==> config.mk <==
export PLATFORM = sky130hd
export DESIGN_NAME = tpovf_div
export DESIGN_NICKNAME = d
export VERILOG_FILES = /design/src/rtl/core/tpovf_pkg.sv /design/src/rtl/core/tpovf_div.sv
export SDC_FILE = /design/constraint.sdc
export NUM_CORES = 1
export LEC_CHECK = 0
export ABC_AREA = 1
export BUFFER_PORTS_ARGS = -buffer_cell sky130_fd_sc_hd__buf_2
export CAP_MARGIN = 0
export CORE_ASPECT_RATIO = 2
export CORE_UTILIZATION = 40
export DETAILED_ROUTE_END_ITERATION = 8
export GPL_TIMING_DRIVEN = 0
export PLACE_DENSITY_LB_ADDON = 0.08
export SYNTH_ARGS = -nofsm -noshare
export SYNTH_HDL_FRONTEND = slang
export SYNTH_SLANG_ARGS = --single-unit
==> constraint.sdc <==
create_clock -name clk -period 4.2 [get_ports clk]
set_input_delay 0.42 -clock clk [delete_from_list [all_inputs] [get_ports clk]]
set_output_delay 0.42 -clock clk [all_outputs]
set_load 0.02 [all_outputs]
==> src/rtl/core/tpovf_pkg.sv <==
// shared types and constants of the two-point velocity field core
package tpovf_pkg;

  // configuration register indexes
  localparam logic [2:0] REG_POINT_A     = 3'd0;
  localparam logic [2:0] REG_POINT_B     = 3'd1;
  localparam logic [2:0] REG_SWIPE_SPEED = 3'd2;
  localparam logic [2:0] REG_ORTHO_GAIN  = 3'd3;
  localparam logic [2:0] REG_SPEED_LIMIT = 3'd4;

  // operand widths of the shared units
  localparam int DivW  = 64;
  localparam int DenW  = 36;
  localparam int RootW = 33;

  localparam logic [14:0] SPEED_LIMIT_RST = 15'd4096;

  // request into the iterative divider
  typedef struct packed {
    logic                   start;
    logic signed [DivW-1:0] num;
    logic [DenW-1:0]        den;
  } div_req_t;

  // request into the iterative square root
  typedef struct packed {
    logic            start;
    logic [DivW-1:0] rad;
  } sqrt_req_t;

endpackage

==> src/rtl/core/tpovf_div.sv <==
// iterative rounded divider, one quotient bit per cycle
module tpovf_div (
  input  logic                                 clk,
  input  logic                                 rst_n,
  input  tpovf_pkg::div_req_t                  req,
  output logic                                 done,
  output logic signed [tpovf_pkg::DivW-1:0]    quo
);

  logic                              busy_r, busy_nxt;
  logic                              done_r, done_nxt;
  logic [5:0]                        cnt_r, cnt_nxt;
  logic [tpovf_pkg::DivW-1:0]        dvd_r, dvd_nxt;
  logic [tpovf_pkg::DenW-1:0]        rem_r, rem_nxt;
  logic [tpovf_pkg::DenW-1:0]        den_r, den_nxt;
  logic                              neg_r, neg_nxt;
  logic [tpovf_pkg::DivW-1:0]        mag;
  logic [tpovf_pkg::DenW:0]          rem_sh;
  logic                              ge;

  // magnitude plus half divisor for round half away from zero
  assign mag    = req.num[tpovf_pkg::DivW-1] ? (~req.num + 1'b1) : req.num;
  assign rem_sh = {rem_r, dvd_r[tpovf_pkg::DivW-1]};
  assign ge     = (rem_sh >= {1'b0, den_r});

  // one restoring step per cycle
  always_comb begin
    busy_nxt = busy_r;
    done_nxt = 1'b0;
    cnt_nxt  = cnt_r;
    dvd_nxt  = dvd_r;
    rem_nxt  = rem_r;
    den_nxt  = den_r;
    neg_nxt  = neg_r;
    if (req.start) begin
      busy_nxt = 1'b1;
      cnt_nxt  = 6'd63;
      dvd_nxt  = mag + {{(tpovf_pkg::DivW-tpovf_pkg::DenW){1'b0}}, (req.den >> 1)};
      rem_nxt  = '0;
      den_nxt  = req.den;
      neg_nxt  = req.num[tpovf_pkg::DivW-1];
    end else if (busy_r) begin
      rem_nxt = ge ? (rem_sh[tpovf_pkg::DenW-1:0] - den_r) : rem_sh[tpovf_pkg::DenW-1:0];
      dvd_nxt = {dvd_r[tpovf_pkg::DivW-2:0], ge};
      cnt_nxt = cnt_r - 6'd1;
      if (cnt_r == 6'd0) begin
        busy_nxt = 1'b0;
        done_nxt = 1'b1;
      end
    end
  end

  always_ff @(posedge clk) begin
    if (!rst_n) begin
      busy_r <= 1'b0;
      done_r <= 1'b0;
    end else begin
      busy_r <= busy_nxt;
      done_r <= done_nxt;
    end
    cnt_r <= cnt_nxt;
    dvd_r <= dvd_nxt;
    rem_r <= rem_nxt;
    den_r <= den_nxt;
    neg_r <= neg_nxt;
  end

  // sign back onto the quotient
  assign done = done_r;
  assign quo  = neg_r ? -$signed(dvd_r) : $signed(dvd_r);

endmodule

==> impl_metrics.json, run 1 <==
{
  "cts_sinks": 145,
  "dpl_cell_area_mm2": 0.0163,
  "postCtsSetupBuffers": 0,
  "drive_gt1_frac": 0.129,
  "cpMostUsedCell": "sky130_fd_sc_hd__nand2_1",
  "power.share.sequential": 0.339,
  "yosysWarnings": 0,
  "ys_seq_elements": 145,
  "yosys_most_used_dff": "sky130_fd_sc_hd__edfxtp_1",
  "setup_viol": 0,
  "globalRouteMet2Util": 0.698,
  "rr_worst_depth": 12,
  "max_cap_viol_count": 0,
  "netlist-cell-type-count": 55,
  "layout-area-overhead-vs-synth_pct": 14.3,
  "synth_edf_count": 101,
  "detailedPlacementHpwl_mm": 54.1,
  "unrepaired_setup_endpoints_after_global_routing": "false",
  "globalRouteOverflowTotal": 0,
  "cts_htree_levels": 4,
  "cts_hold_buf": 0,
  "fp.coreArea_mm2": 0.0365,
  "grt_pass1_wl_mm": 95.0,
  "start_util": 0.407,
  "violations_in_the_final_reports": "design-rule violations",
  "syn_nets": 2458,
  "design.die.area_mm2": 0.0380,
  "io_buffer_count": 167,
  "fillers": 3951,
  "detail_route.drc_violations": 6,
  "peakVddDrop_uv": 291,
  "post_detailed_route_wirelength_per_cell_um": 21.9,
  "nNetsFinal": 2644,
  "ys_seq_area_frac": 0.263,
  "syn-instance-count": 2278,
  "detailroute.via_count": 16100,
  "cts_inserted_buffers": 17,
  "final_total_negative_setup_slack_ps": 0,
  "initial_antenna_violation_count": 0,
  "crit_end": "dvd_r[55]",
  "worst_margin_pin_slew_ps": 1320,
  "clock_skew_ps": 15.3,
  "die_w_um": 138,
  "timing_worst_setup_path_type": "input pin to register",
  "grt_busiest_layer": "met2",
  "layout.cell_area.non_filler_mm2": 0.0170,
  "cpPeakStageDelay_ps": 520,
  "sw_frac_of_total": 0.414,
  "cts_root_buf": "sky130_fd_sc_hd__clkbuf_16",
  "powerDensity_mw_per_mm2": 329,
  "layout_min_cycle_time_ps": 4020,
  "route.final.wire_length_mm": 64.3,
  "switching_power_mw": 2.32,
  "setup.worst_path.end_class": "register",
  "data_required_time_of_the_critical_path_ps": 4400,
  "finalMaxSlewViolations": 0,
  "worstPathMaxFanout": 19,
  "floorplan.die.height_um": 275,
  "timing.final.hold_violations": 0,
  "clockBufferDepth": 2,
  "insertion_delay_ps": 460,
  "detailedRoute.firstPassIterationCount": 9,
  "hold_path_class": "input pin to register",
  "combPwrFrac": 0.363,
  "ant_nets": 0,
  "regToRegEndpoint": "rem_r[24]",
  "worstPathCellList": "buf_2, buf_4, buf_4, buf_2, buf_6, nand2_1, xor2_1, ha_1, nand2_1, nor2_1, a21oi_2, o21ai_1, a21oi_2, o21ai_2, nand2_1, nand2_1, nand3_1, nand3_1, nand2_1",
  "p_leak_nw": 7.57,
  "place_congestion": 1.02,
  "critical_path.reg2reg.startpoint": "dvd_r[63]",
  "grt_use_met1": 0.268,
  "mappedNetlistArea_mm2": 0.0149,
  "maxClockFrequency_ghz": 0.249,
  "first_global_vias": 16500,
  "grt_usage": 0.342,
  "grt_max_degree": 69,
  "timing.reg2reg.setup_slack_ps": 460,
  "cp.arrival_ps": 4220,
  "cts_tree": "built",
  "use_met3": 0.0416,
  "synthArstFlopShare": 0,
  "cts.clk_slew.worst_paths_ps": 60,
  "power.clock.fraction": 0.298,
  "num_rows": 99,
  "cell_internal_pwr_mw": 3.28,
  "drtIter0Drc": 830,
  "route.detailed.vias_per_inst": 5.50,
  "outcome": "complete, but fails checks",
  "crit_start": "req[99]",
  "final.period_utilization": 0.958,
  "io-pin-count": 168,
  "antenna-diode-count": 0,
  "timing.critical_path.from_type": "input pin",
  "slew_headroom": 0.123,
  "syn_avg_cell_area_um2": 6.53,
  "critical_path.slowest_cell": "sky130_fd_sc_hd__ha_1"
}
==> timing repair <==
action	4_1_cts	5_1_grt
gates cloned	0	0
gates resized for setup	5	13
setup endpoints to repair	38	36
==> stage by stage <==
stage / std cells / power (mW) / util / hold slack [ps] / worst slack (ps)
5_1_grt: 2931 / 5.85 / 0.466 / 128 / 37.8
6_report: 2931 / 5.60 / 0.466 / 142 / 178
3_3_place_gp: 2899 / 3.92 / 0.446 / 458 / -980
4_1_cts: 2931 / 5.61 / 0.464 / 122 / 33.6
3_5_place_dp: 2900 / 3.93 / 0.447 / 460 / -994
2_1_floorplan: 2278 / 3.10 / - / 446 / 658
==> worst min-delay path by stage <==
stage          startpoint   endpoint  slack (ps)  depth (start not counted)
6_report           req[0]   den_r[0]         140                          1
5_1_grt            req[0]   den_r[0]         130                          1
4_1_cts            req[0]   den_r[0]         120                          1
3_5_place_dp    rem_r[33]  rem_r[33]         460                          2
3_3_place_gp    rem_r[32]  rem_r[32]         460                          2
2_1_floorplan   rem_r[10]  rem_r[10]         450                          2
==> worst max-delay path, delay by kind of cell <==
family                   cells  cell delay, ps
AO/OA/AOI/OAI                4             860
adder cells (fa/ha/maj)      1             520
AND/OR/NAND/NOR              8            1130
XOR/XNOR                     1             140
buffers and inverters        5            1140
==> power groups by stage <==
stage          sequential (mW)  clock (mW)  combinational, mW
2_1_floorplan             1.84           0               1.26
3_3_place_gp              1.93           0               1.99
3_5_place_dp              1.93           0               2.00
4_1_cts                   1.90        1.70               2.01
5_1_grt                   1.91        1.74               2.20
6_report                  1.90        1.67               2.03
==> synthesized netlist by cell type, drive strengths merged (10+ instances only) <==
master | number | area (um2)
dfxtp | 44 | 881
nand2 | 617 | 2400
o21bai | 14 | 105
nor2 | 335 | 1400
nor4 | 22 | 138
nand3 | 142 | 741
o21ai | 159 | 815
o211ai | 25 | 188
edfxtp | 101 | 3030
ha | 75 | 938
a21oi | 112 | 579
o21a | 10 | 75.1
xor2 | 90 | 788
xnor2 | 66 | 578
nand3b | 15 | 113
buf | 19 | 110
a21o | 14 | 105
a31oi | 25 | 156
inv | 271 | 1020
nand4 | 33 | 206
nor3 | 29 | 150
clkbuf | 24 | 90.1
==> routing by layer <==
layer	vias up	share of wire
li1	7935	-
met1	7438	0.30
met2	496	0.56
met3	254	0.032
met4	0	0.11
met5	-	0
==> flip-flops by register name, summed over array words and instances (netlist names) <==
signal / count
busy_r: 1
cnt_r: 6
den_r: 36
done: 1
dvd_r: 64
neg_r: 1
rem_r: 36
==> cells in the final DEF (no fill, tap or decap), types with 21 or more instances in the layout <==
cell and instances:
sky130_fd_sc_hd__nor3_1 28, sky130_fd_sc_hd__clkbuf_1 23, sky130_fd_sc_hd__a31oi_1 25, sky130_fd_sc_hd__nor2_1 303, sky130_fd_sc_hd__ha_1 75, sky130_fd_sc_hd__o211ai_1 25, sky130_fd_sc_hd__nand2_1 584, sky130_fd_sc_hd__nand2_2 32
sky130_fd_sc_hd__nand3_1 136, sky130_fd_sc_hd__nor2_2 22, sky130_fd_sc_hd__xnor2_1 65, sky130_fd_sc_hd__buf_2 176, sky130_fd_sc_hd__dfxtp_1 44, sky130_fd_sc_hd__nand4_1 33, sky130_fd_sc_hd__inv_1 262, sky130_fd_sc_hd__o21ai_0 134
sky130_fd_sc_hd__nor4_1 21, sky130_fd_sc_hd__o21ai_1 21, sky130_fd_sc_hd__edfxtp_1 101, sky130_fd_sc_hd__xor2_1 88, sky130_fd_sc_hd__a21oi_1 105
==> kinds of logic after synthesis <==
logic type               count (synthesis)  synth area share
buffers and inverters                  317            0.0825
AO/OA/AOI/OAI                          378             0.146
flip-flops                             145             0.263
adder cells (fa/ha/maj)                 77            0.0657
AND/OR/NAND/NOR                       1205             0.351
XOR/XNOR                               156            0.0918
==> final cells by class <==
type / instances / area [um2] / share of cell area
Buffer: 42 / 204 / 0.0120
Tap cell: 454 / 568 / 0.0334
Sequential cell: 145 / 3910 / 0.230
Timing Repair Buffer: 168 / 863 / 0.0507
Multi-Input combinational cell: 1816 / 9790 / 0.575
Inverter: 274 / 1030 / 0.0608
Clock inverter: 12 / 141 / 0.00831
Clock buffer: 20 / 500 / 0.0294
Note: power is estimated with default switching activity, not from simulation.
==> inputs of run 2 (changes only) <==
- GPL_ROUTABILITY_DRIVEN: unset -> 0
- MAX_ROUTING_LAYER: unset -> met4
- PLACE_DENSITY_LB_ADDON: 0.08 -> unset
==> impl_metrics.json, run 2 (same netlist as run 1, synthesis figures left out) <==
{
  "timing.final.hold_violations": 0,
  "grt_pass1_wl_mm": 91.3,
  "route.final.wire_length_mm": 60.9,
  "drive_gt1_frac": 0.130,
  "initial_antenna_violation_count": 0,
  "detailroute.via_count": 16500,
  "io_buffer_count": 167,
  "floorplan.die.height_um": 275,
  "worstPathCellList": "buf_2, inv_1, ha_1, nand3_2, nor2_8, nand2_2, nor2_4, nand2_1, nand2_2, xor2_1, ha_1, a21oi_1, a21boi_0, o21ai_0, a21oi_1, nand2_1, a31oi_1, nor2_4, nand2_1, nand2_1, nand3_1, o21ai_1",
  "slew_headroom": 0.213,
  "finalPower_mw": 5.52,
  "ant_nets": 0,
  "max_cap_viol_count": 0,
  "cts_tree": "built",
  "cts_sinks": 145,
  "hold_path_class": "input pin to register",
  "top_regs": "dvd_r: 64 flops, den_r: 36 flops, rem_r: 36 flops",
  "layout.area.seq_mm2": 0.00391,
  "maxClockFrequency_ghz": 0.247,
  "cts.clk_slew.worst_paths_ps": 60,
  "layout_min_cycle_time_ps": 4050,
  "layout_common_cells": "584 x sky130_fd_sc_hd__nand2_1, 303 x sky130_fd_sc_hd__nor2_1, 262 x sky130_fd_sc_hd__inv_1",
  "layout-area-overhead-vs-synth_pct": 14.1,
  "unrepaired_setup_endpoints_after_global_routing": "true",
  "violations_in_the_final_reports": "design-rule violations",
  "fp.coreArea_mm2": 0.0365,
  "detailedRoute.firstPassIterationCount": 9,
  "critical_path.slowest_cell": "sky130_fd_sc_hd__a31oi_1",
  "clockBufferDepth": 2,
  "nNetsFinal": 2643,
  "post_detailed_route_wirelength_per_cell_um": 20.8,
  "data_required_time_of_the_critical_path_ps": 4380,
  "postCtsSetupBuffers": 0,
  "cp.arrival_ps": 4240,
  "hold_ws_ps": 196,
  "route.detailed.vias_per_inst": 5.63,
  "cts_htree_levels": 4,
  "powerDensity_mw_per_mm2": 325,
  "start_util": 0.407,
  "io-pin-count": 168,
  "post-place-cells": 2899,
  "worstPathMaxFanout": 6,
  "final_common_cell": "sky130_fd_sc_hd__nand2_1",
  "timing.critical_path.from_type": "input pin",
  "first_global_vias": 16800,
  "cpPeakStageDelay_ps": 480,
  "final_cells": 2929,
  "antenna-diode-count": 0,
  "p_leak_nw": 7.54,
  "die_w_um": 138,
  "num_rows": 99,
  "multi_input_area_mm2": 0.00983,
  "grt_max_degree": 71,
  "cts_root_buf": "sky130_fd_sc_hd__clkbuf_16",
  "setup.worst_path.end_class": "register",
  "fillers": 3851,
  "insertion_delay_ps": 440,
  "clock_skew_ps": 6.87,
  "largest_register": "dvd_r",
  "finalMaxSlewViolations": 0,
  "cpMostUsedCell": "sky130_fd_sc_hd__nand2_1",
  "setup_viol": 0,
  "final.period_utilization": 0.965,
  "grt_usage": 0.334,
  "globalRouteOverflowTotal": 0,
  "drtIter0Drc": 1018,
  "cts_inserted_buffers": 17,
  "worst_margin_pin_slew_ps": 1180,
  "timing_worst_setup_path_type": "input pin to register",
  "cts_hold_buf": 0,
  "peakVddDrop_uv": 259,
  "detail_route.drc_violations": 12,
  "design.die.area_mm2": 0.0380,
  "flip_flop_count_of_the_largest_register_after_layout": 64,
  "detailedPlacementHpwl_mm": 50.2,
  "outcome": "complete, but fails checks"
}
run 2: cell types whose count changed in the layout (fill, tap and decap cells not counted), sizes merged:
cell and change:
buf -1, bufinv +2, clkbuf -3, clkinv +3, clkinvlp +2, inv -5
run 2: critical path, delay by kind of cell:
family / cells / cell delay, ps
AO/OA/AOI/OAI: 6 / 1480
XOR/XNOR: 1 / 270
AND/OR/NAND/NOR: 11 / 1270
buffers and inverters: 2 / 220
adder cells (fa/ha/maj): 2 / 580
run 2: layer usage:
metal	wire (um)	vias to the layer above	track usage
li1	-	7898	-
met1	18000	7494	0.260
met2	32900	731	0.631
met3	2950	358	0.0515
met4	7130	0	0.357
met5	0	-	-
run 2: repair_timing:
| item | in CTS | in global routing |
|---|---|---|
| setup endpoints to repair | 29 | 37 |
| gates resized for setup | 3 | 20 |
| hold endpoints to repair | 0 | 0 |
| pin swaps | 0 | 1 |
run 2: power by group:
part           total (mW)  internal (mW)  switching [mW]
sequential           1.90           1.71           0.190
combinational        2.03          0.625            1.41
clock                1.59          0.940           0.650
run 2: through the flow:
stage	util	setup WS, ps	area, um2	setup TNS, ps
finish	0.465	148	17000	0
global route	0.465	-50.0	17000	-50.0
CTS	0.462	58.5	16900	0
detailed placement	0.446	-1060	16300	-26360
global placement	0.446	-1000	16300	-24320
floorplan	-	658	14900	0
run 2: path summary, 6_finish.rpt:
| check | start | to | slack, ps | depth (start not counted) |
|---|---|---|---|---|
| max | req[36] | dvd_r[59] | 150 | 22 |
| min | req[4] | den_r[4] | 200 | 1 |
| max reg2reg | dvd_r[63] | rem_r[24] | 770 | 12 |
| min reg2reg | rem_r[5] | rem_r[5] | 470 | 2 |
run 2: final cells by class:
| cell class | instances | share of cell area |
|---|---|---|
| Buffer | 42 | 0.0120 |
| Clock buffer | 17 | 0.0250 |
| Clock inverter | 14 | 0.0105 |
| Inverter | 274 | 0.0607 |
| Multi-Input combinational cell | 1816 | 0.579 |
| Sequential cell | 145 | 0.230 |
| Tap cell | 454 | 0.0334 |
| Timing Repair Buffer | 167 | 0.0492 |
