`config.mk`:
```
export PLATFORM = sky130hd
export DESIGN_NAME = tpovf_sqrt
export DESIGN_NICKNAME = d
export VERILOG_FILES = /design/src/rtl/core/tpovf_pkg.sv /design/src/rtl/core/tpovf_sqrt.sv
export SDC_FILE = /design/constraint.sdc
export NUM_CORES = 1
export LEC_CHECK = 0
export ABC_CLOCK_PERIOD_IN_PS = 13850
export BUFFER_PORTS_ARGS = -buffer_cell sky130_fd_sc_hd__buf_2
export CAP_MARGIN = 10
export CORE_MARGIN = 5
export CORE_UTILIZATION = 34
export CTS_CLUSTER_DIAMETER = 200
export DETAILED_ROUTE_END_ITERATION = 12
export HOLD_SLACK_MARGIN = 0.15
export PLACE_DENSITY = 0.52
export SYNTH_ARGS = -nofsm -noshare
export SYNTH_HDL_FRONTEND = slang
export SYNTH_SLANG_ARGS = --single-unit
```
`constraint.sdc`:
```
create_clock -name clk -period 13.85 [get_ports clk]
set_input_delay 2.0775 -clock clk [delete_from_list [all_inputs] [get_ports clk]]
set_output_delay 2.0775 -clock clk [all_outputs]
set_load 0.01 [all_outputs]
```
`src/rtl/core/tpovf_pkg.sv`:
```
// shared types and constants of the two-point velocity field core
package tpovf_pkg;

  // configuration register indexes
  localparam logic [2:0] REG_POINT_A     = 3'd0;
  localparam logic [2:0] REG_POINT_B     = 3'd1;
  localparam logic [2:0] REG_SWIPE_SPEED = 3'd2;
  localparam logic [2:0] REG_ORTHO_GAIN  = 3'd3;
  localparam logic [2:0] REG_SPEED_LIMIT = 3'd4;

  // operand widths of the shared units
  localparam int DivW  = 64;
  localparam int DenW  = 36;
  localparam int RootW = 33;

  localparam logic [14:0] SPEED_LIMIT_RST = 15'd4096;

  // request into the iterative divider
  typedef struct packed {
    logic                   start;
    logic signed [DivW-1:0] num;
    logic [DenW-1:0]        den;
  } div_req_t;

  // request into the iterative square root
  typedef struct packed {
    logic            start;
    logic [DivW-1:0] rad;
  } sqrt_req_t;

endpackage

```
`src/rtl/core/tpovf_sqrt.sv`:
```
// iterative integer square root, two radicand bits per cycle
module tpovf_sqrt (
  input  logic                            clk,
  input  logic                            rst_n,
  input  tpovf_pkg::sqrt_req_t            req,
  output logic                            done,
  output logic [tpovf_pkg::RootW-1:0]     root
);

  logic                          busy_r, busy_nxt;
  logic                          done_r, done_nxt;
  logic [tpovf_pkg::DivW-1:0]    x_r, x_nxt;
  logic [tpovf_pkg::DivW-1:0]    res_r, res_nxt;
  logic [tpovf_pkg::DivW-1:0]    bit_r, bit_nxt;
  logic [tpovf_pkg::DivW-1:0]    trial;

  assign trial = res_r + bit_r;

  // digit by digit root, leading empty steps leave res at zero
  always_comb begin
    busy_nxt = busy_r;
    done_nxt = 1'b0;
    x_nxt    = x_r;
    res_nxt  = res_r;
    bit_nxt  = bit_r;
    if (req.start) begin
      busy_nxt = 1'b1;
      x_nxt    = req.rad;
      res_nxt  = '0;
      bit_nxt  = {2'b01, {(tpovf_pkg::DivW-2){1'b0}}};
    end else if (busy_r) begin
      if (x_r >= trial) begin
        x_nxt   = x_r - trial;
        res_nxt = (res_r >> 1) + bit_r;
      end else begin
        res_nxt = res_r >> 1;
      end
      bit_nxt = bit_r >> 2;
      if (bit_r[0]) begin
        busy_nxt = 1'b0;
        done_nxt = 1'b1;
      end
    end
  end

  always_ff @(posedge clk) begin
    if (!rst_n) begin
      busy_r <= 1'b0;
      done_r <= 1'b0;
    end else begin
      busy_r <= busy_nxt;
      done_r <= done_nxt;
    end
    x_r   <= x_nxt;
    res_r <= res_nxt;
    bit_r <= bit_nxt;
  end

  assign done = done_r;
  assign root = res_r[tpovf_pkg::RootW-1:0];

endmodule

```
==> results.json, run 1 <==
{
  "outcome": "finished, final reports clean",
  "ratio_of_routed_vias_to_standard_cells": 5.66,
  "finalHoldViolations": 0,
  "timing.critical_path.max_delay_family": "compound AO/OA/AOI/OAI gates",
  "clock-sinks": 162,
  "hold_class": "flop to flop",
  "slew_headroom_pct": 26.7,
  "number_of_antenna_violating_nets_in_the_routed_design": 0,
  "postCtsHoldBufs": 0,
  "postSynthAreaPerCell_um2": 7.82,
  "first_global_vias": 13900,
  "setup_tns_ns": 0,
  "maximum_fanout_along_the_worst_path": 65,
  "fp.dieW_um": 222,
  "synthCells": 1959,
  "power_report.internal_total_w": 0.00147,
  "share_of_total_power_in_combinational_logic_pct": 56.1,
  "numCtsBuffers": 17,
  "place.detailed.hpwl_um": 36300,
  "gp_congestion": 0.906,
  "critical_path.n_buffers_inverters": 2,
  "ys_async_sr_fraction_pct": 0,
  "p_switching_w": 0.00128,
  "layout_min_cycle_time_ns": 8.30,
  "postSynthNetCount": 2157,
  "core.rowCount": 77,
  "detailedRoute.firstPassIterationCount": 6,
  "synthesis.yosys.warnings": 0,
  "crit_path_end_kind": "flop",
  "worst_ir_drop_vdd_v": 0.0000899,
  "max-clock-path-buffers": 2,
  "num_vias": 14400,
  "min_to": "res_r[0]",
  "syn2layout_area_growth_pct": 7.72,
  "cts_setup_buffers": 0,
  "max_cap_violations": 0,
  "maximum_number_of_pins_on_one_net_before_global_route_repair": 82,
  "number_of_distinct_standard_cells_referenced_by_the_synthesized_netlist": 81,
  "clk_pin_slew_worst_paths_ns": 0.07,
  "timing.final.crit_share_pct": 59.9,
  "fp.dieH_um": 222,
  "cts_repair_resize_count": 0,
  "static-leakage-power_nw": 6.19,
  "netSwitchingFraction_pct": 46.5,
  "clock_power_share_pct": 17.0,
  "synth.cell_area_um2": 15300,
  "die-area_um2": 49400,
  "finalSetupViolCount": 0,
  "worst_path_max_delay_cell": "o21ai_4",
  "reg2regPathDepth": 21,
  "top_level_ports": 101,
  "finalClockSkew_ns": 0.0160,
  "clock_insertion_delay_worst_skew_ns": 0.46,
  "core_region_area_um2": 44400,
  "critPathLaunchType": "flop",
  "regToRegSetupSlack_ns": 5.55,
  "seq_power_share_pct": 26.8,
  "antenna_found_initial": 0,
  "critical_path.reg2reg.endpoint": "x_r[33]",
  "power.density_nw_per_um2": 167,
  "placement.io_buffers": 100,
  "synth_seq_cells": 162,
  "timing_worst_setup_path_type": "flop to flop",
  "yosysTopAreaCellShare_pct": 12.8,
  "seq_area_frac_synth_pct": 25.3,
  "holdPathStages": 2,
  "synth_flop_cell": "dfxtp_1",
  "worstPathCellList": "ha_1 -> a31o_2 -> a21o_1 -> a31oi_1 -> o21ai_1 -> a211oi_1 -> o21a_1 -> o21bai_1 -> a31oi_1 -> o21ai_0 -> xnor2_1 -> ha_1 -> nand4_1 -> nor2_1 -> nand3_1 -> nor4_1 -> o211ai_2 -> buf_4 -> and2_4 -> o21ai_4 -> buf_4",
  "yosysMostFrequentCell": "nand2_1",
  "total_power_w": 0.00276,
  "post_route_cells_drive_above_1_share_pct": 9.21,
  "globalRouteOverflowTotal": 0,
  "rsz0062_at_grt": "false",
  "all_layer_gr_usage_pct": 18.7,
  "crit_required_ns": 13.95,
  "routed_wirelength_um": 47700,
  "top_post_synthesis_cells_by_area": "dfxtp_1 13%, edfxtp_1 13%, ha_1 11%",
  "number_of_nets_at_the_end_of_the_flow": 2140,
  "initialDrtViolationCount": 1056,
  "cell_taking_the_most_area_after_synthesis": "dfxtp_1",
  "htree_levels": 4,
  "clock_tree_from_tritoncts": "yes",
  "max_slew.worst_pin.slew_ns": 1.10,
  "diodes": 0,
  "synthTopCellsByCount": "221 x nand2_1, 199 x nor2_1, 157 x o21ai_0, 146 x a21oi_1, 130 x ha_1",
  "critical_path.reg2reg.startpoint": "res_r[2]",
  "clk_root_buffer_cell": "clkbuf_16",
  "start_util_pct": 34.5,
  "cp_slowest_stage_delay_ns": 0.92,
  "finalCoreUtilization_pct": 37.2,
  "max_freq_mhz": 120,
  "hold_start": "res_r[0]",
  "drt_drc_violations_left": 0,
  "critPathArrivalTime_ns": 8.40,
  "timing.final.max_slew_violations": 0,
  "grt_pass1_wl_um": 75800,
  "post_drt_wl_per_cell_um": 18.7,
  "synth_enable_flop_cells": 64
}
## worst max-delay path by stage
stage / startpoint / end / cells after the start
final: res_r[2] / x_r[33] / 21
after global routing: res_r[2] / x_r[28] / 21
after CTS: res_r[2] / x_r[33] / 21
after detailed placement: res_r[2] / x_r[33] / 21
after global placement: res_r[2] / x_r[32] / 21
after floorplan: res_r[2] / x_r[0] / 25
## sequential cells by signal, summed over array words and instances (netlist names)
signal and flops:
bit_r 32, busy_r 1, done 1, res_r 64
x_r 64
## power by group through the flow
stage,combinational (W),sequential [W],clock (W)
floorplan,0.00121,0.000700,0
finish,0.00155,0.000741,0.000470
CTS,0.00154,0.000739,0.000484
global route,0.00172,0.000753,0.000499
global placement,0.00152,0.000749,0
detailed placement,0.00153,0.000746,0
## worst min-delay path, cell delays in order (launching register included)
cell	delay, ns
dfxtp_1	0.33
nor2_1	0.09
a311oi_1	0.05
## cell usage in the layout, fill, tap and decap left out, types with 40 or more instances in the layout
cell type	n
buf_2	99
xnor2_1	82
dfxtp_1	97
ha_1	130
mux2i_1	46
o21ai_0	156
xor2_1	65
a21o_1	44
a21oi_1	145
o21bai_1	40
nand4_1	43
nand2_1	221
edfxtp_1	64
nor2_1	199
a31oi_1	63
nand3_1	46
## final cells by class
| cell class | count | area, um2 |
|---|---|---|
| Multi-Input combinational cell | 1624 | 10600 |
| Clock inverter | 11 | 75.1 |
| Timing Repair Buffer | 108 | 567 |
| Sequential cell | 162 | 3890 |
| Inverter | 29 | 109 |
| Fill cell | 4666 | 27900 |
| Clock buffer | 21 | 482 |
| Tap cell | 592 | 741 |
## metrics by stage
stage | instance area [um2] | hold slack (ns) | cells | setup WS, ns
3_5_place_dp | 15900 | 0.508 | 2515 | 5.42
5_1_grt | 16500 | 0.559 | 2547 | 5.03
2_1_floorplan | 15300 | 0.478 | 1959 | 3.88
4_1_cts | 16500 | 0.525 | 2547 | 5.48
3_3_place_gp | 15900 | 0.491 | 2515 | 5.68
6_report | 16500 | 0.514 | 2547 | 5.55
## cell families (layout without fill, tap and decap cells)
| kind of cell | after synthesis | in the layout | share of synthesized area, % |
|---|---|---|---|
| flops | 162 | 162 | 25.3 |
| mux | 53 | 53 | 3.52 |
| buf+inv | 173 | 169 | 5.28 |
| xor+xnor | 147 | 147 | 8.40 |
| simple gates | 645 | 645 | 19.3 |
| fa+ha+maj | 131 | 131 | 10.7 |
| compound gates | 648 | 648 | 27.5 |
## metal layers
metal / global-route usage [%] / share of wire [%]
met3: 3.66 / 4.7
met1: 25.7 / 48
met4: 3.90 / 1.5
met5: 0 / 0
met2: 30.8 / 46
Power figures use the tool's default switching activity.
==> inputs of run 2 (changes only) <==
--- a/config.mk
+++ b/config.mk
@@ -5,7 +5,7 @@
 export SDC_FILE = /design/constraint.sdc
 export NUM_CORES = 1
 export LEC_CHECK = 0
-export ABC_CLOCK_PERIOD_IN_PS = 13850
+export ABC_CLOCK_PERIOD_IN_PS = 7300
 export BUFFER_PORTS_ARGS = -buffer_cell sky130_fd_sc_hd__buf_2
 export CAP_MARGIN = 10
 export CORE_MARGIN = 5
@@ -13,7 +13,7 @@
 export CTS_CLUSTER_DIAMETER = 200
 export DETAILED_ROUTE_END_ITERATION = 12
 export HOLD_SLACK_MARGIN = 0.15
-export PLACE_DENSITY = 0.52
+export PLACE_DENSITY = 0.54
 export SYNTH_ARGS = -nofsm -noshare
 export SYNTH_HDL_FRONTEND = slang
 export SYNTH_SLANG_ARGS = --single-unit
==> constraint.sdc (replaced) <==
create_clock -name clk -period 7.3 [get_ports clk]
set_input_delay 1.095 -clock clk [delete_from_list [all_inputs] [get_ports clk]]
set_output_delay 1.095 -clock clk [all_outputs]
set_load 0.01 [all_outputs]
==> results.json, run 2 (same netlist as run 1, synthesis figures left out) <==
{
  "static-leakage-power_nw": 6.23,
  "placement.io_buffers": 100,
  "numCtsBuffers": 17,
  "initialDrtViolationCount": 976,
  "globalRouteOverflowTotal": 0,
  "core_region_area_um2": 44400,
  "routed-wl-met2_um": 21500,
  "critical_path.reg2reg.endpoint": "x_r[34]",
  "maximum_number_of_pins_on_one_net_before_global_route_repair": 76,
  "clock_tree_from_tritoncts": "yes",
  "crit_required_ns": 7.39,
  "post_route_cells_drive_above_1_share_pct": 9.48,
  "finalHoldViolations": 0,
  "first_global_vias": 13900,
  "number_of_nets_at_the_end_of_the_flow": 2147,
  "max-clock-path-buffers": 2,
  "grt_pass1_wl_um": 76200,
  "rsz0062_at_grt": "false",
  "num_vias": 14500,
  "gp_congestion": 0.893,
  "max_freq_mhz": 150,
  "setup_tns_ns": 0,
  "worst_ir_drop_vdd_v": 0.000167,
  "crit_path_end_kind": "flop",
  "routed_wirelength_um": 47700,
  "place.detailed.hpwl_um": 36400,
  "fillerInstances": 4668,
  "syn2layout_area_growth_pct": 8.19,
  "start_util_pct": 34.5,
  "timing.final.crit_share_pct": 91.4,
  "met3RoutedLength_um": 2920,
  "critical_path.reg2reg.startpoint": "res_r[16]",
  "timing_worst_setup_path_type": "flop to flop",
  "die-area_um2": 49400,
  "critPathArrivalTime_ns": 6.76,
  "htree_levels": 4,
  "layout_min_cycle_time_ns": 6.68,
  "diodes": 0,
  "core.rowCount": 77,
  "ratio_of_routed_vias_to_standard_cells": 5.68,
  "postCtsHoldBufs": 0,
  "post_drt_wl_per_cell_um": 18.7,
  "outcome": "finished, final reports clean",
  "worst_path_max_delay_cell": "dfxtp_1",
  "hold_start": "res_r[0]",
  "slew_headroom_pct": 29.7,
  "number_of_antenna_violating_nets_in_the_routed_design": 0,
  "regToRegSetupSlack_ns": 0.62,
  "clk_root_buffer_cell": "clkbuf_16",
  "clk_pin_slew_worst_paths_ns": 0.07,
  "fp.dieW_um": 222,
  "cp_slowest_stage_delay_ns": 0.56,
  "maximum_fanout_along_the_worst_path": 52,
  "clock_insertion_delay_worst_skew_ns": 0.46,
  "met1_length_um": 22300,
  "min_to": "res_r[0]",
  "worstPathCellList": "ha_1 -> a31oi_1 -> o311ai_0 -> a211oi_2 -> nor2_1 -> a31o_2 -> a311o_1 -> a21oi_1 -> nand2b_1 -> o31ai_1 -> xnor2_1 -> ha_1 -> nand4_1 -> nor2_1 -> nand3_1 -> nor4_2 -> o211ai_2 -> and2_4 -> o21ai_4 -> buf_4",
  "fp.dieH_um": 222,
  "antenna_found_initial": 2,
  "top_level_ports": 101,
  "reg2regPathDepth": 20,
  "post_place_worst_slack_ns": 0.142,
  "finalClockSkew_ns": 0.0136,
  "all_layer_gr_usage_pct": 18.8,
  "setup_ws_post_layout_ns": 0.625,
  "drt_drc_violations_left": 0,
  "finalSetupViolCount": 0,
  "hold_class": "flop to flop",
  "multiInputGateArea_um2": 10700,
  "detailedRoute.firstPassIterationCount": 5,
  "power.density_nw_per_um2": 318,
  "clock-sinks": 162,
  "holdPathStages": 2,
  "layout.cells.most_common_list": "221 x nand2_1, 199 x nor2_1, 156 x o21ai_0",
  "max_cap_violations": 0,
  "timing.final.max_slew_violations": 0,
  "layout_commonest_cell": "nand2_1",
  "register_area_um2": 3890,
  "largest_registers": "res_r x64, x_r x64, bit_r x32",
  "max_slew.worst_pin.slew_ns": 1.05,
  "route.top_layer_used": "met5",
  "critPathLaunchType": "flop"
}
[run 2: cell types whose count changed in the layout (fill, tap and decap cells not counted), sizes merged]
cell / change
clkbuf: +4
inv: -3
clkinvlp: -1
buf: +7
[run 2: area by class of cell]
| type | count | area share, % |
|---|---|---|
| multi-input cells | 1624 | 64.3 |
| flip-flops and latches | 162 | 23.4 |
| well taps | 592 | 4.47 |
| repair buffers | 115 | 3.74 |
| clock buffers | 25 | 3.12 |
| inverters | 29 | 0.657 |
| clock inverters | 7 | 0.287 |
[run 2: layer usage]
layer / GRT usage, % / up-vias
li1: - / 7247
met1: 25.7 / 6819
met2: 29.9 / 376
met3: 4.49 / 59
met4: 4.81 / 4
met5: 0 / -
[run 2: timing repair]
action                                  in CTS  in global routing
endpoints found under the setup margin       0                 78
buffers inserted                             0                  0
gates resized for setup                      0                  2
[run 2: critical path: cells and delay by family (launching register included)]
kind                     cells  cell delay, ns
AND/OR/NAND/NOR              7            1.80
AO/OA/AOI/OAI                9            2.49
flip-flops                   1            0.56
XOR/XNOR                     1            0.14
adder cells (fa/ha/maj)      2            0.76
buffers and inverters        1            0.45
[run 2: power by group]
group          leakage, nW  total [W]  internal [W]  switching (W)
Clock                0.282   0.000900      0.000495       0.000405
Combinational         4.50    0.00297       0.00112        0.00185
Sequential            1.44    0.00140       0.00122       0.000186
Total                 6.23    0.00527       0.00283        0.00244
[run 2: worst max path at each step]
stage,end,cells after the start,start
finish,x_r[34],20,res_r[16]
global route,x_r[34],22,res_r[4]
CTS,x_r[34],20,res_r[16]
detailed placement,x_r[34],20,res_r[16]
global placement,x_r[35],20,res_r[16]
floorplan,x_r[0],25,res_r[2]
[run 2: through the flow]
step	total power, W	cells	hold slack, ns	area (um2)	util (%)
floorplan	0.00362	1959	0.478	15300	-
global placement	0.00432	2522	0.510	16000	36.0
detailed placement	0.00433	2522	0.525	16000	36.0
CTS	0.00526	2554	0.541	16600	37.3
global route	0.00568	2554	0.568	16600	37.3
finish	0.00527	2554	0.543	16600	37.3
==> inputs of run 3 (changes only) <==
==> constraint.sdc (replaced) <==
create_clock -name clk -period 7.3 [get_ports clk]
set_input_delay 0.365 -clock clk [delete_from_list [all_inputs] [get_ports clk]]
set_output_delay 0.365 -clock clk [all_outputs]
set_load 0.01 [all_outputs]
==> results.json, run 3 (same netlist as run 1, synthesis figures left out) <==
{
  "place_inst": 2522,
  "detailedRoute.firstPassIterationCount": 5,
  "rsz0062_at_grt": "false",
  "timing_worst_setup_path_type": "flop to flop",
  "post_route_cells_drive_above_1_share_pct": 9.48,
  "fin_cells": 2555,
  "outcome": "finished, final reports clean",
  "num_vias": 14600,
  "all_layer_gr_usage_pct": 18.8,
  "top_level_ports": 101,
  "globalRouteOverflowTotal": 0,
  "slew_headroom_pct": 28.9,
  "die-area_um2": 49400,
  "maximum_fanout_along_the_worst_path": 52,
  "core.rowCount": 77,
  "power.density_nw_per_um2": 318,
  "layout.cells.most_common_list": "221 x nand2_1, 199 x nor2_1, 156 x o21ai_0",
  "numCtsBuffers": 17,
  "initialDrtViolationCount": 1000,
  "post_drt_wl_per_cell_um": 18.7,
  "finalCoreUtilization_pct": 37.3,
  "clk_pin_slew_worst_paths_ns": 0.08,
  "gp_congestion": 0.893,
  "worst_ir_drop_vdd_v": 0.000167,
  "diodes": 0,
  "place.detailed.hpwl_um": 36400,
  "setup_tns_ns": 0,
  "antenna_found_initial": 2,
  "ratio_of_routed_vias_to_standard_cells": 5.70,
  "max_freq_mhz": 150,
  "cts_setup_buffers": 0,
  "hold_class": "primary input to flop",
  "start_util_pct": 34.5,
  "number_of_nets_at_the_end_of_the_flow": 2148,
  "htree_levels": 4,
  "clk_root_buffer_cell": "clkbuf_16",
  "critPathLaunchType": "flop",
  "largest_registers": "res_r x64, x_r x64, bit_r x32",
  "multiInputGateArea_um2": 10700,
  "fp.dieW_um": 222,
  "clock_insertion_delay_worst_skew_ns": 0.46,
  "maximum_number_of_pins_on_one_net_before_global_route_repair": 76,
  "first_global_vias": 13900,
  "crit_required_ns": 7.39,
  "critPathArrivalTime_ns": 6.76,
  "fillerInstances": 4668,
  "placement.io_buffers": 100,
  "register_area_um2": 3890,
  "syn2layout_area_growth_pct": 8.26,
  "clock_tree_from_tritoncts": "yes",
  "grt_pass1_wl_um": 76200,
  "max-clock-path-buffers": 2,
  "max_cap_violations": 0,
  "crit_path_end_kind": "flop",
  "finalSetupViolCount": 0,
  "number_of_antenna_violating_nets_in_the_routed_design": 0,
  "clock-sinks": 162,
  "finalHoldViolations": 0,
  "static-leakage-power_nw": 6.23,
  "routed_wirelength_um": 47800,
  "timing.final.crit_share_pct": 91.3,
  "layout_commonest_cell": "nand2_1",
  "max_slew.worst_pin.slew_ns": 1.05,
  "core_region_area_um2": 44400,
  "layout_min_cycle_time_ns": 6.67,
  "finalClockSkew_ns": 0.0175,
  "timing.final.max_slew_violations": 0,
  "fp.dieH_um": 222,
  "drt_drc_violations_left": 0
}
-- run 3: changes by cell type in the layout (fill, tap and decap cells not counted) --
cell	previous run	this run
dlygate4sd3_1	0	1
-- run 3: path summary, 6_finish.rpt --
path                            endpoint       from  depth (start not counted)  slack (ns)
worst min register to register  res_r[0]   res_r[0]                          2        0.54
worst max register to register   x_r[34]  res_r[16]                         20        0.63
worst max-delay path             x_r[34]  res_r[16]                         20        0.63
worst min-delay path              x_r[6]     req[6]                          3        0.18
-- run 3: final cells by class --
type	instances	share of cell area (%)
clock buffers	25	3.12
clock inverters	7	0.287
inverters	29	0.656
multi-input cells	1624	64.2
flip-flops and latches	162	23.4
well taps	592	4.47
repair buffers	116	3.79
-- run 3: power breakdown --
| part | leakage, nW | total [W] | switching [W] | internal (W) |
|---|---|---|---|---|
| Clock | 0.282 | 0.000906 | 0.000411 | 0.000495 |
| Sequential | 1.44 | 0.00140 | 0.000187 | 0.00122 |
| Combinational | 4.50 | 0.00296 | 0.00184 | 0.00112 |
| Total | 6.23 | 0.00527 | 0.00244 | 0.00283 |
-- run 3: worst max-delay path, cell delays in order (launching register included) --
cell and delay (ns):
dfxtp_1 0.55, ha_1 0.36, a31oi_1 0.23, o311ai_0 0.21, a211oi_2 0.37, nor2_1 0.18, a31o_2 0.33, a311o_1 0.43
a21oi_1 0.41, nand2b_1 0.25, o31ai_1 0.10, xnor2_1 0.14, ha_1 0.40, nand4_1 0.15, nor2_1 0.22, nand3_1 0.19
nor4_2 0.42, o211ai_2 0.21, and2_4 0.38, o21ai_4 0.21, buf_4 0.45
-- run 3: stage by stage --
step / hold slack, ns / worst slack (ns) / cell area (um2) / power, W
floorplan: 0.478 / 0.291 / 15300 / 0.00362
CTS: 0.159 / 0.121 / 16600 / 0.00526
global route: 0.172 / 0.178 / 16600 / 0.00568
detailed placement: 0.525 / 0.142 / 16000 / 0.00433
finish: 0.184 / 0.634 / 16600 / 0.00527
global placement: 0.510 / 0.201 / 16000 / 0.00432
-- run 3: repair_timing --
item / in CTS / in global routing
hold buffers: 1 / 0
resized for setup: 0 / 2
hold endpoints to repair: 2 / 0
setup endpoints to repair: 0 / 78
-- run 3: layer usage --
layer  routed length, um  vias up  GRT usage [%]
met1               22400     6890           25.7
met4                 942        4           4.81
met3                2810       62           4.49
met5                  27        -              0
met2               21600      363           29.9
li1                    -     7247              -
